<file path="src/lru_tag_pkg.sv">
package lru_tag_pkg;

    // Fixed field widths
    localparam int ADDR_WIDTH  = 48;
    localparam int MODE_W      = 2;
    localparam int COUNT_W     = 32;
    localparam int SET_BITS_W  = 3;
    localparam int WAYS_W      = 4;
    localparam int OFFSET_W    = 6;
    localparam int CFG_INDEX_W = 2;
    localparam int CFG_DATA_W  = 6;

    // Access kinds; the unused code behaves as a load
    localparam logic [MODE_W-1:0] MODE_LOAD   = 2'd0;
    localparam logic [MODE_W-1:0] MODE_STORE  = 2'd1;
    localparam logic [MODE_W-1:0] MODE_MODIFY = 2'd2;

    // Configuration register indexes
    localparam logic [CFG_INDEX_W-1:0] CFG_SET_INDEX_BITS    = 2'd0;
    localparam logic [CFG_INDEX_W-1:0] CFG_WAYS_IN_USE       = 2'd1;
    localparam logic [CFG_INDEX_W-1:0] CFG_BLOCK_OFFSET_BITS = 2'd2;

    typedef struct packed {
        logic [MODE_W-1:0]     mode;
        logic [ADDR_WIDTH-1:0] address;
    } in_item_t;

    typedef struct packed {
        logic [1:0]         hits_added;
        logic               missed;
        logic               evicted;
        logic [COUNT_W-1:0] total_hits;
        logic [COUNT_W-1:0] total_misses;
        logic [COUNT_W-1:0] total_evictions;
    } out_item_t;

    // One way of a set
    typedef struct packed {
        logic                  valid;
        logic [ADDR_WIDTH-1:0] tag;
    } line_t;

    // Outcome of one lookup, handed from the update logic to the top level
    typedef struct packed {
        logic [1:0] hits_added;
        logic       missed;
        logic       evicted;
    } upd_status_t;

endpackage

</file>
<file path="src/lru_tag_update.sv">
module lru_tag_update #(
    parameter int MAX_WAYS = 8,
    localparam int WAY_W = (MAX_WAYS > 1) ? $clog2(MAX_WAYS) : 1,
    localparam int CNT_W = $clog2(MAX_WAYS + 1)
) (
    input  lru_tag_pkg::line_t [MAX_WAYS-1:0]     row,
    input  logic [lru_tag_pkg::ADDR_WIDTH-1:0]    lookup_tag,
    input  logic [lru_tag_pkg::MODE_W-1:0]        mode,
    input  logic [CNT_W-1:0]                      ways,
    output lru_tag_pkg::line_t [MAX_WAYS-1:0]     new_row,
    output lru_tag_pkg::upd_status_t              status
);
    import lru_tag_pkg::*;

    logic [MAX_WAYS-1:0] hit_vec;
    logic                hit;
    logic [WAY_W-1:0]    hit_idx;
    logic [WAY_W-1:0]    last_idx;
    line_t               moved;
    logic                is_modify;

    // Compare every way in use, pick the most recent match
    always_comb begin
        for (int i = 0; i < MAX_WAYS; i++) begin
            hit_vec[i] = (i < int'(ways)) && row[i].valid && (row[i].tag == lookup_tag);
        end
        hit = |hit_vec;
        hit_idx = '0;
        for (int i = MAX_WAYS - 1; i >= 0; i--) begin
            if (hit_vec[i]) begin
                hit_idx = WAY_W'(i);
            end
        end
    end

    // Rotate the chosen way to the front; a miss takes the least recent way in use
    always_comb begin
        last_idx = hit ? hit_idx : WAY_W'(ways - 1'b1);
        moved = hit ? row[last_idx] : line_t'{valid: 1'b1, tag: lookup_tag};
        new_row = row;
        new_row[0] = moved;
        for (int i = 1; i < MAX_WAYS; i++) begin
            if (i <= int'(last_idx)) begin
                new_row[i] = row[i-1];
            end
        end
    end

    // Per-access outcome; a modify always adds one hit for its store half
    always_comb begin
        is_modify = (mode == MODE_MODIFY);
        status.missed = !hit;
        status.evicted = !hit && row[last_idx].valid;
        if (hit) begin
            status.hits_added = is_modify ? 2'd2 : 2'd1;
        end else begin
            status.hits_added = is_modify ? 2'd1 : 2'd0;
        end
    end

endmodule

</file>
<file path="config.mk">
export PLATFORM = sky130hd
export DESIGN_NAME = lru_tag_update
export DESIGN_NICKNAME = d
export VERILOG_FILES = /design/src/lru_tag_pkg.sv /design/src/lru_tag_update.sv
export SDC_FILE = /design/constraint.sdc
export NUM_CORES = 1
export LEC_CHECK = 0
export BUFFER_PORTS_ARGS = -buffer_cell sky130_fd_sc_hd__buf_2
export CAP_MARGIN = 10
export CORE_AREA = 2 2 329 331
export DETAILED_ROUTE_END_ITERATION = 7
export DIE_AREA = 0 0 331 333
export SLEW_MARGIN = 15
export SYNTH_ARGS = -nofsm -noshare
export SYNTH_HDL_FRONTEND = slang
export SYNTH_SLANG_ARGS = --single-unit
</file>
<file path="constraint.sdc">
create_clock -name vclk -period 3.7
set_input_delay 0.37 -clock vclk [all_inputs]
set_output_delay 0.37 -clock vclk [all_outputs]
set_load 0.01 [all_outputs]
</file>
==> results.cfg, run 1 <==
[power_and_ir_drop]
power-per-cell-area_nw_per_um2 = 197
leakage_component_of_the_power_nw = 11.8
irDropWorstVdd_mv = 0.0909
power.total_w = 0.00499

[min_path]
worst_hold_path.num_cells = 2
holdCritPathClass = in -> out
hold-path-endpoint = new_row[6]
min_from = lookup_tag[6]

[logic_synthesis]
netlist.top_cell.by_area = mux2_2
yosysSeqAreaShare_pct = 0
synth.cell_area_um2 = 10400
yosys-top-cells-area = mux2_2, xnor2_1, xor2_1
post_synth.cell_area_avg_um2 = 8.15
yosysUniqueCellTypes = 55
synth_nets = 1721
synthTopCellsByCount = mux2_2, xnor2_1, nand4_1
synth.yosys.warnings = 0
cell_with_the_most_instances_after_synthesis = mux2_2
syn_inst = 1272
yosys.area.top_type_share_pct = 34.8

[timing]
report.final.hold_viol_count = 0
worst_slew_pin_slew_ns = 0.678
timing.final.max_slew_violations = 0
post-route-min-period_ns = 4.31
post-route-period-util_pct = 116
rsz0062_at_grt = true
max_freq_ghz = 0.232
setup_slack_ns = -0.606
slew_headroom_pct = 54.6
setup_total_negative_slack_ns = -132.12
setup_viol = 341

[floorplan]
start_util_pct = 9.72
design.die.area_um2 = 110000
count_of_boundary_i_o_pins = 842
chipHeight_um = 333
die-width_um = 331
std_cell_rows = 120
design.core.area_um2 = 107000

[global_routing]
all_layer_global_routing_usage_pct = 25.3
grt_pass1_wl_um = 181000
global_route.overflow_total = 0
first_global_vias = 17380
grt_start_max_net_pins = 50
antenna_found_initial = 54

[placed_design]
dp.final_hpwl_um = 131000
final_weighted_congestion_of_routability_driven_global_placement = 0.967
io_buffers = 841
placedInstanceArea_um2 = 21400

[critical_path]
wp_data_required_ns = 3.33
timing_worst_setup_path_type = in -> out
critical_path_peak_fanout = 9
arrival_ns = 3.94
critical_path.endpoint_type = primary output
start_kind = input pin

[route]
ant_nets = 0
drt-wirelength-per-cell_um = 36.2
post_dr_vias_cell = 4.26
detailedRoute.firstPassIterationCount = 5
route.vias.total = 17596
drc_errors = 0
drt_iter0_markers = 1486
routed_wl_um = 149000

[final_layout]
finish.net_count = 3159
drive_gt1_share_pct = 74.2
clockBufferCount = 0
seq_cell_count = 0
finalInstanceArea_um2 = 25300
final_core_util_pct = 23.8
sequential_cell_area_um2 = 0
area_delta_synth_final_pct = 145

[run]
maxCapViolations = 0

[outcome]
run_status = finished with violations
failing_checks = negative setup slack
[kinds of logic after synthesis]
kind of cell / Yosys count / share of synthesized area [%]
and+or+nand+nor: 349 / 20.2
buffers and inverters: 164 / 7.22
adders and majority gates: 3 / 0.362
muxes: 343 / 38.1
xor gates and xnor gates: 365 / 30.8
AOI/OAI and AO/OA: 47 / 3.25
other: 1 / 0.0362
[timing repair]
item                                    4_1_cts  5_1_grt
hold buffers                                  0        0
buffers inserted                             21       19
endpoints found under the setup margin      345      344
cloned                                       17       12
pin swaps                                     9       39
resized for setup                           297      300
[worst max path at each step]
stage                        start            to  slack (ns)  cells after the start
floorplan           lookup_tag[18]   new_row[54]       -0.05                     14
global placement    lookup_tag[25]   new_row[93]       -1.11                     17
detailed placement  lookup_tag[35]  new_row[254]       -1.06                     14
CTS                 lookup_tag[31]  new_row[254]       -0.65                     18
global route        lookup_tag[23]  new_row[184]       -0.64                     19
finish              lookup_tag[33]  new_row[184]       -0.61                     17
[placed cells by master (no fill, tap or decap), types with 6 or more instances in the layout]
cell type / synthesis / routed
buf_2: 36 / 607
o21ai_0: 14 / 12
buf_8: 1 / 10
nand4_1: 125 / 125
buf_16: 0 / 11
buf_6: 5 / 237
mux2_4: 20 / 129
xnor2_2: 0 / 27
xnor2_4: 0 / 12
clkbuf_16: 0 / 9
nor2b_1: 8 / 8
nor3_1: 17 / 14
buf_12: 1 / 71
nand3_1: 20 / 18
nand2_1: 29 / 27
nor4_2: 0 / 13
xor2_1: 117 / 104
buf_4: 6 / 624
xnor2_1: 248 / 209
xor2_2: 0 / 7
inv_1: 28 / 28
xor2_4: 0 / 6
nor2_1: 16 / 16
mux2_2: 320 / 211
nor4_1: 76 / 58
diode_2: 0 / 15
nand2b_1: 32 / 32
[per-layer routing]
layer  track usage, %  vias up  wire length [um]
li1                 -     7506                 -
met4             3.84       30              3390
met3             4.03      172             10900
met1             35.9     8730             69200
met2             40.5     1158             65900
met5                0        -               198
[where the power goes]
group	leakage, nW	internal, W	switching (W)
registers	0	0	0
logic	11.8	0.00245	0.00254
clock network	0.0000951	0.000000000506	0
[metrics by stage]
| step | cells | hold slack, ns | setup WS (ns) |
|---|---|---|---|
| after detailed placement | 4057 | 0.990 | -1.06 |
| after global routing | 4118 | 1.00 | -0.635 |
| final | 4126 | 0.990 | -0.606 |
| after floorplan | 1272 | 0.875 | -0.0480 |
| after global placement | 4057 | 0.988 | -1.11 |
| after CTS | 4095 | 0.990 | -0.651 |
[worst max-delay path: stages]
cell	delay, ns
buf_4	0.22
buf_4	0.18
xnor2_1	0.39
nand4_1	0.19
nor2_1	0.18
nand4_1	0.15
o21bai_1	0.20
buf_4	0.15
a311o_1	0.39
a221o_1	0.35
o21ai_4	0.17
a21oi_4	0.13
buf_12	0.17
buf_12	0.13
buf_16	0.12
mux2_4	0.30
buf_6	0.12
[layout make-up]
type               instances  area, um2
inverters                 28        105
diodes                    15       37.5
repair buffers          1572      12500
well taps               1403       1760
multi-input cells       1108      10900
fillers                11732      81300
Power figures use the tool's default switching activity.
==> inputs of run 2 (changes only) <==
==> constraint.sdc (replaced) <==
create_clock -name vclk -period 3.7
set_input_delay 0.185 -clock vclk [all_inputs]
set_output_delay 0.185 -clock vclk [all_outputs]
set_load 0.01 [all_outputs]
==> run 2 against run 1 <==
Compared with the run above: the flow still finishes with violations (negative setup slack); wire length rose by 1.1%; clock-buffer cell count did not move; flip-flop and latch count did not move; first-iteration DRC count fell by 8.0%; utilization fell by 0.77 points; hold slack got worse by 0.38 ns; total power fell by 5.2%; global-route usage rose by 0.16 points; combinational power fell by 5.2%; critical path depth fell by 1; cell count fell by 1.2%; largest cell class unchanged; worst setup slack improved by 0.41 ns.
==> results.cfg, run 2 (synthesis results as in run 1) <==
[placed_design]
dp.final_hpwl_um = 132000
place_inst = 3973
io_buffers = 841
final_weighted_congestion_of_routability_driven_global_placement = 0.946

[critical_path]
critical_path.endpoint_type = primary output
critical_path.slowest_cell = xnor2_1
arrival_ns = 3.71
max_stage_delay_ns = 0.39
worstPathBufferInverterCount = 6
critical-path-top-delay-family = compound AO/OA/AOI/OAI gates
critical_path_peak_fanout = 7
timing_worst_setup_path_type = in -> out
wp_data_required_ns = 3.51
crit_chain = buf_4, buf_6, xnor2_1, nand4_1, nor4_2, nand4_1, o21bai_4, a311o_1, a221o_1, o21ai_4, buf_6, o21ai_4, buf_12, buf_12, mux2_4, buf_6
crit_path_frequent_cell = buf_6
start_kind = input pin

[final_layout]
leading_cell_type_in_the_layout_fill_and_taps_excluded = buf_2
drive_gt1_share_pct = 74.8
final-instance-count-excl-fill = 4075
mostFrequentLayoutCells = buf_2, buf_4, mux2_2
clockBufferCount = 0
area_delta_synth_final_pct = 137
seq_cell_count = 0
nFillCells = 11795
final_core_util_pct = 23.0
sequential_cell_area_um2 = 0
finish.net_count = 3106

[timing]
post-route-period-util_pct = 105
setup_slack_ns = -0.194
max_freq_ghz = 0.257
worst_slew_pin_slew_ns = 0.644
setup_viol = 252
post-route-min-period_ns = 3.89
slew_headroom_pct = 56.9
hold_ws_ns = 0.613
setup_total_negative_slack_ns = -30.09
rsz0062_at_grt = true
report.final.hold_viol_count = 0
timing.final.max_slew_violations = 0

[power_and_ir_drop]
seqPwrFrac_pct = 0
power-per-cell-area_nw_per_um2 = 193
irDropWorstVdd_mv = 0.0869
clockPowerShare_pct = 0
power_report.internal_total_w = 0.00225
part_of_the_total_power_dissipated_in_combinational_logic_pct = 100.0
power.share.switching_pct = 52.4
net-switching-power_w = 0.00248
leakage_component_of_the_power_nw = 11.2

[route]
routed_wl_um = 151000
drt-wirelength-per-cell_um = 37.1
post_dr_vias_cell = 4.22
detailedRoute.firstPassIterationCount = 5
drt_iter0_markers = 1367
drc_errors = 0
ant_nets = 0
route.vias.total = 17194

[outcome]
run_status = finished with violations
failing_checks = negative setup slack

[floorplan]
start_util_pct = 9.72
std_cell_rows = 120
design.die.area_um2 = 110000
chipHeight_um = 333
count_of_boundary_i_o_pins = 842
die-width_um = 331
design.core.area_um2 = 107000

[global_routing]
globalRouteMet2Util_pct = 40.3
first_global_vias = 16886
grt_start_max_net_pins = 50
global_route.overflow_total = 0
grtUsageMet3_pct = 3.89
grt_pass1_wl_um = 182000
antenna_found_initial = 44
globalRouteMet1Util_pct = 36.3
all_layer_global_routing_usage_pct = 25.5
globalRoute.busiestLayer = met2

[run]
maxCapViolations = 0

[min_path]
holdCritPathClass = in -> out
run 2: cell count changes in the layout (fill, tap and decap cells not counted), moves of 23 or more:
cell / delta
mux2_2: +54
buf_6: -65
mux2_4: -54
xnor2_2: +23
buf_4: -59
buf_2: +73
run 2: what timing repair did:
item | CTS | global route
gates resized for setup | 283 | 209
pin swaps | 32 | 25
hold buffers | 0 | 0
gates cloned | 10 | 15
setup buffers | 51 | 17
setup endpoints to repair | 344 | 334
run 2: final timing paths:
check                       from  cells after the start      endpoint  slack, ns
hold / removal    lookup_tag[22]                      2   new_row[22]       0.61
setup / recovery  lookup_tag[40]                     16  new_row[259]      -0.19
run 2: area by class of cell:
type	instances	area, um2	share of cell area [%]
repair buffers	1516	11700	47.6
diodes	17	42.5	0.174
multi-input cells	1111	10900	44.6
well taps	1403	1760	7.16
inverters	28	109	0.444
run 2: routing by layer:
| metal | vias up | share of wire, % |
|---|---|---|
| met4 | 24 | 2.4 |
| met2 | 1063 | 44 |
| met1 | 8525 | 47 |
| li1 | 7429 | - |
| met5 | - | 0.083 |
| met3 | 153 | 6.7 |
run 2: power groups by stage:
stage	logic, W	clock network, W	registers (W)
2_1_floorplan	0.00148	0	0
3_3_place_gp	0.00394	0	0
3_5_place_dp	0.00392	0	0
4_1_cts	0.00436	0	0
5_1_grt	0.00490	0.000000000296	0
6_report	0.00473	0.000000000461	0
run 2: stage by stage:
stage	setup WS (ns)	cell area (um2)	total power, W
after CTS	-0.174	23000	0.00436
final	-0.194	24500	0.00473
after floorplan	0.276	10400	0.00148
after global routing	-0.320	24500	0.00490
after global placement	-1.39	20800	0.00394
after detailed placement	-1.19	20800	0.00392
==> inputs of run 3 (changes only) <==
Settings changed: PLACE_DENSITY set to 0.32.
==> run 3 against run 2 <==
Compared with the run above: the flow still finishes with violations (negative setup slack); total power shrank 9.0%; sequential share of layout area is the same; die area is the same; highest routed layer unchanged; hold slack lost 0.015 ns; critical endpoint is now new_row[52].
==> results.cfg, run 3 (synthesis results as in run 1) <==
[placed_design]
dp.final_hpwl_um = 120000
io_buffers = 841
final_weighted_congestion_of_routability_driven_global_placement = 0.928
place_inst = 3718

[critical_path]
arrival_ns = 3.56
critical_path_peak_fanout = 10
timing_worst_setup_path_type = in -> out
wp_data_required_ns = 3.51
setup.worst_path.start = lookup_tag[6]
timing.critical_path.to = new_row[52]
start_kind = input pin
critical_path.endpoint_type = primary output

[power_and_ir_drop]
seqPwrFrac_pct = 0
power.total_w = 0.00431
power.share.switching_pct = 53.2
leakage_component_of_the_power_nw = 9.87
clockPowerShare_pct = 0
part_of_the_total_power_dissipated_in_combinational_logic_pct = 100.0
irDropWorstVdd_mv = 0.0821
net-switching-power_w = 0.00229
power-per-cell-area_nw_per_um2 = 193
power_report.internal_total_w = 0.00202

[final_layout]
sequential_cell_area_um2 = 0
nFillCells = 12072
seq_cell_count = 0
drive_gt1_share_pct = 71.8
final-instance-count-excl-fill = 3767
finish.net_count = 2806
area_delta_synth_final_pct = 115
clockBufferCount = 0
leading_cell_type_in_the_layout_fill_and_taps_excluded = buf_2
mostFrequentLayoutCells = buf_2, buf_4, mux2_2

[clock_network]
cts_hold_repair.buffers = 0

[timing]
slew_headroom_pct = 59.4
timing.final.max_slew_violations = 0
rsz0062_at_grt = true
worst_slew_pin_slew_ns = 0.607
setup_viol = 21
report.final.hold_viol_count = 0
setup_slack_ns = -0.0490
max_freq_ghz = 0.267
post-route-period-util_pct = 101
post-route-min-period_ns = 3.75

[floorplan]
std_cell_rows = 120
start_util_pct = 9.72
design.die.area_um2 = 110000
chipHeight_um = 333
die-width_um = 331
design.core.area_um2 = 107000
count_of_boundary_i_o_pins = 842

[global_routing]
first_global_vias = 15406
grt_pass1_wl_um = 166000
all_layer_global_routing_usage_pct = 23.2
global_route.overflow_total = 0
grt_start_max_net_pins = 50
antenna_found_initial = 40

[route]
drt_iter0_markers = 1126
drt-wirelength-per-cell_um = 36.1
drc_errors = 0
ant_nets = 0
post_dr_vias_cell = 4.13
route.vias.total = 15550
detailedRoute.firstPassIterationCount = 5
routed_wl_um = 136000

[run]
maxCapViolations = 0

[min_path]
holdCritPathClass = in -> out

[outcome]
run_status = finished with violations
failing_checks = negative setup slack
run 3: changes by cell type in the layout (fill, tap and decap cells not counted), sizes merged:
cell    change
buf       -292
diode       -8
clkbuf      -5
nor2        -3
run 3: through the flow:
| stage | instance area (um2) | setup slack [ns] | TNS, ns | util, % | hold slack [ns] |
|---|---|---|---|---|---|
| after CTS | 20500 | -0.0332 | -0.763 | 19.2 | 0.661 |
| after global routing | 22300 | -0.117 | -8.74 | 20.9 | 0.609 |
| after global placement | 18700 | -1.16 | -298.96 | 17.6 | 0.652 |
| after floorplan | 10400 | 0.276 | 0 | - | 0.505 |
| after detailed placement | 18700 | -1.12 | -285.86 | 17.6 | 0.649 |
| final | 22300 | -0.0490 | -0.249 | 20.9 | 0.598 |
run 3: layout make-up:
type               count  area (um2)  area share [%]
repair buffers      1219        9370            42.1
well taps           1403        1760            7.88
diodes                 9        22.5           0.101
multi-input cells   1108       11000            49.5
inverters             28         109           0.489
run 3: critical path: stages:
cell and delay, ns:
buf_2 0.11, buf_12 0.15, xnor2_1 0.36, buf_4 0.24
nand4_1 0.13, nor4_2 0.27, nand4_1 0.12, buf_4 0.18
a311o_1 0.26, a221o_1 0.37, o21ai_4 0.12, buf_12 0.15
buf_8 0.10, nor2_8 0.05, buf_12 0.14, buf_12 0.14
mux2_4 0.33, buf_6 0.13
run 3: timing repair:
action                     CTS  global route
setup endpoints to repair  344           294
gates cloned                 8             9
buffers inserted            28             7
gates resized for setup    239           327
pin swaps                   41            32
run 3: power by group through the flow:
stage               Sequential (W)        Clock (W)  Combinational (W)
finish                           0  0.0000000000369            0.00431
CTS                              0                0            0.00396
detailed placement               0                0            0.00360
global placement                 0                0            0.00362
floorplan                        0                0            0.00148
run 3: metal layers:
metal / up-vias / track usage (%) / share of wire, %
met3: 97 / 3.51 / 5.6
met2: 798 / 39.1 / 47
met4: 28 / 2.71 / 1.7
met1: 7827 / 31.7 / 46
li1: 6800 / - / -
met5: - / 0 / 0.13
run 3: how the worst min path moves through the flow:
| stage | from | to | slack [ns] | cells past startpoint |
|---|---|---|---|---|
| 2_1_floorplan | row[71] | new_row[120] | 0.50 | 1 |
| 3_3_place_gp | lookup_tag[15] | new_row[15] | 0.65 | 2 |
| 3_5_place_dp | lookup_tag[15] | new_row[15] | 0.65 | 2 |
| 4_1_cts | lookup_tag[15] | new_row[15] | 0.66 | 2 |
| 5_1_grt | lookup_tag[15] | new_row[15] | 0.61 | 2 |
| 6_report | lookup_tag[15] | new_row[15] | 0.60 | 2 |
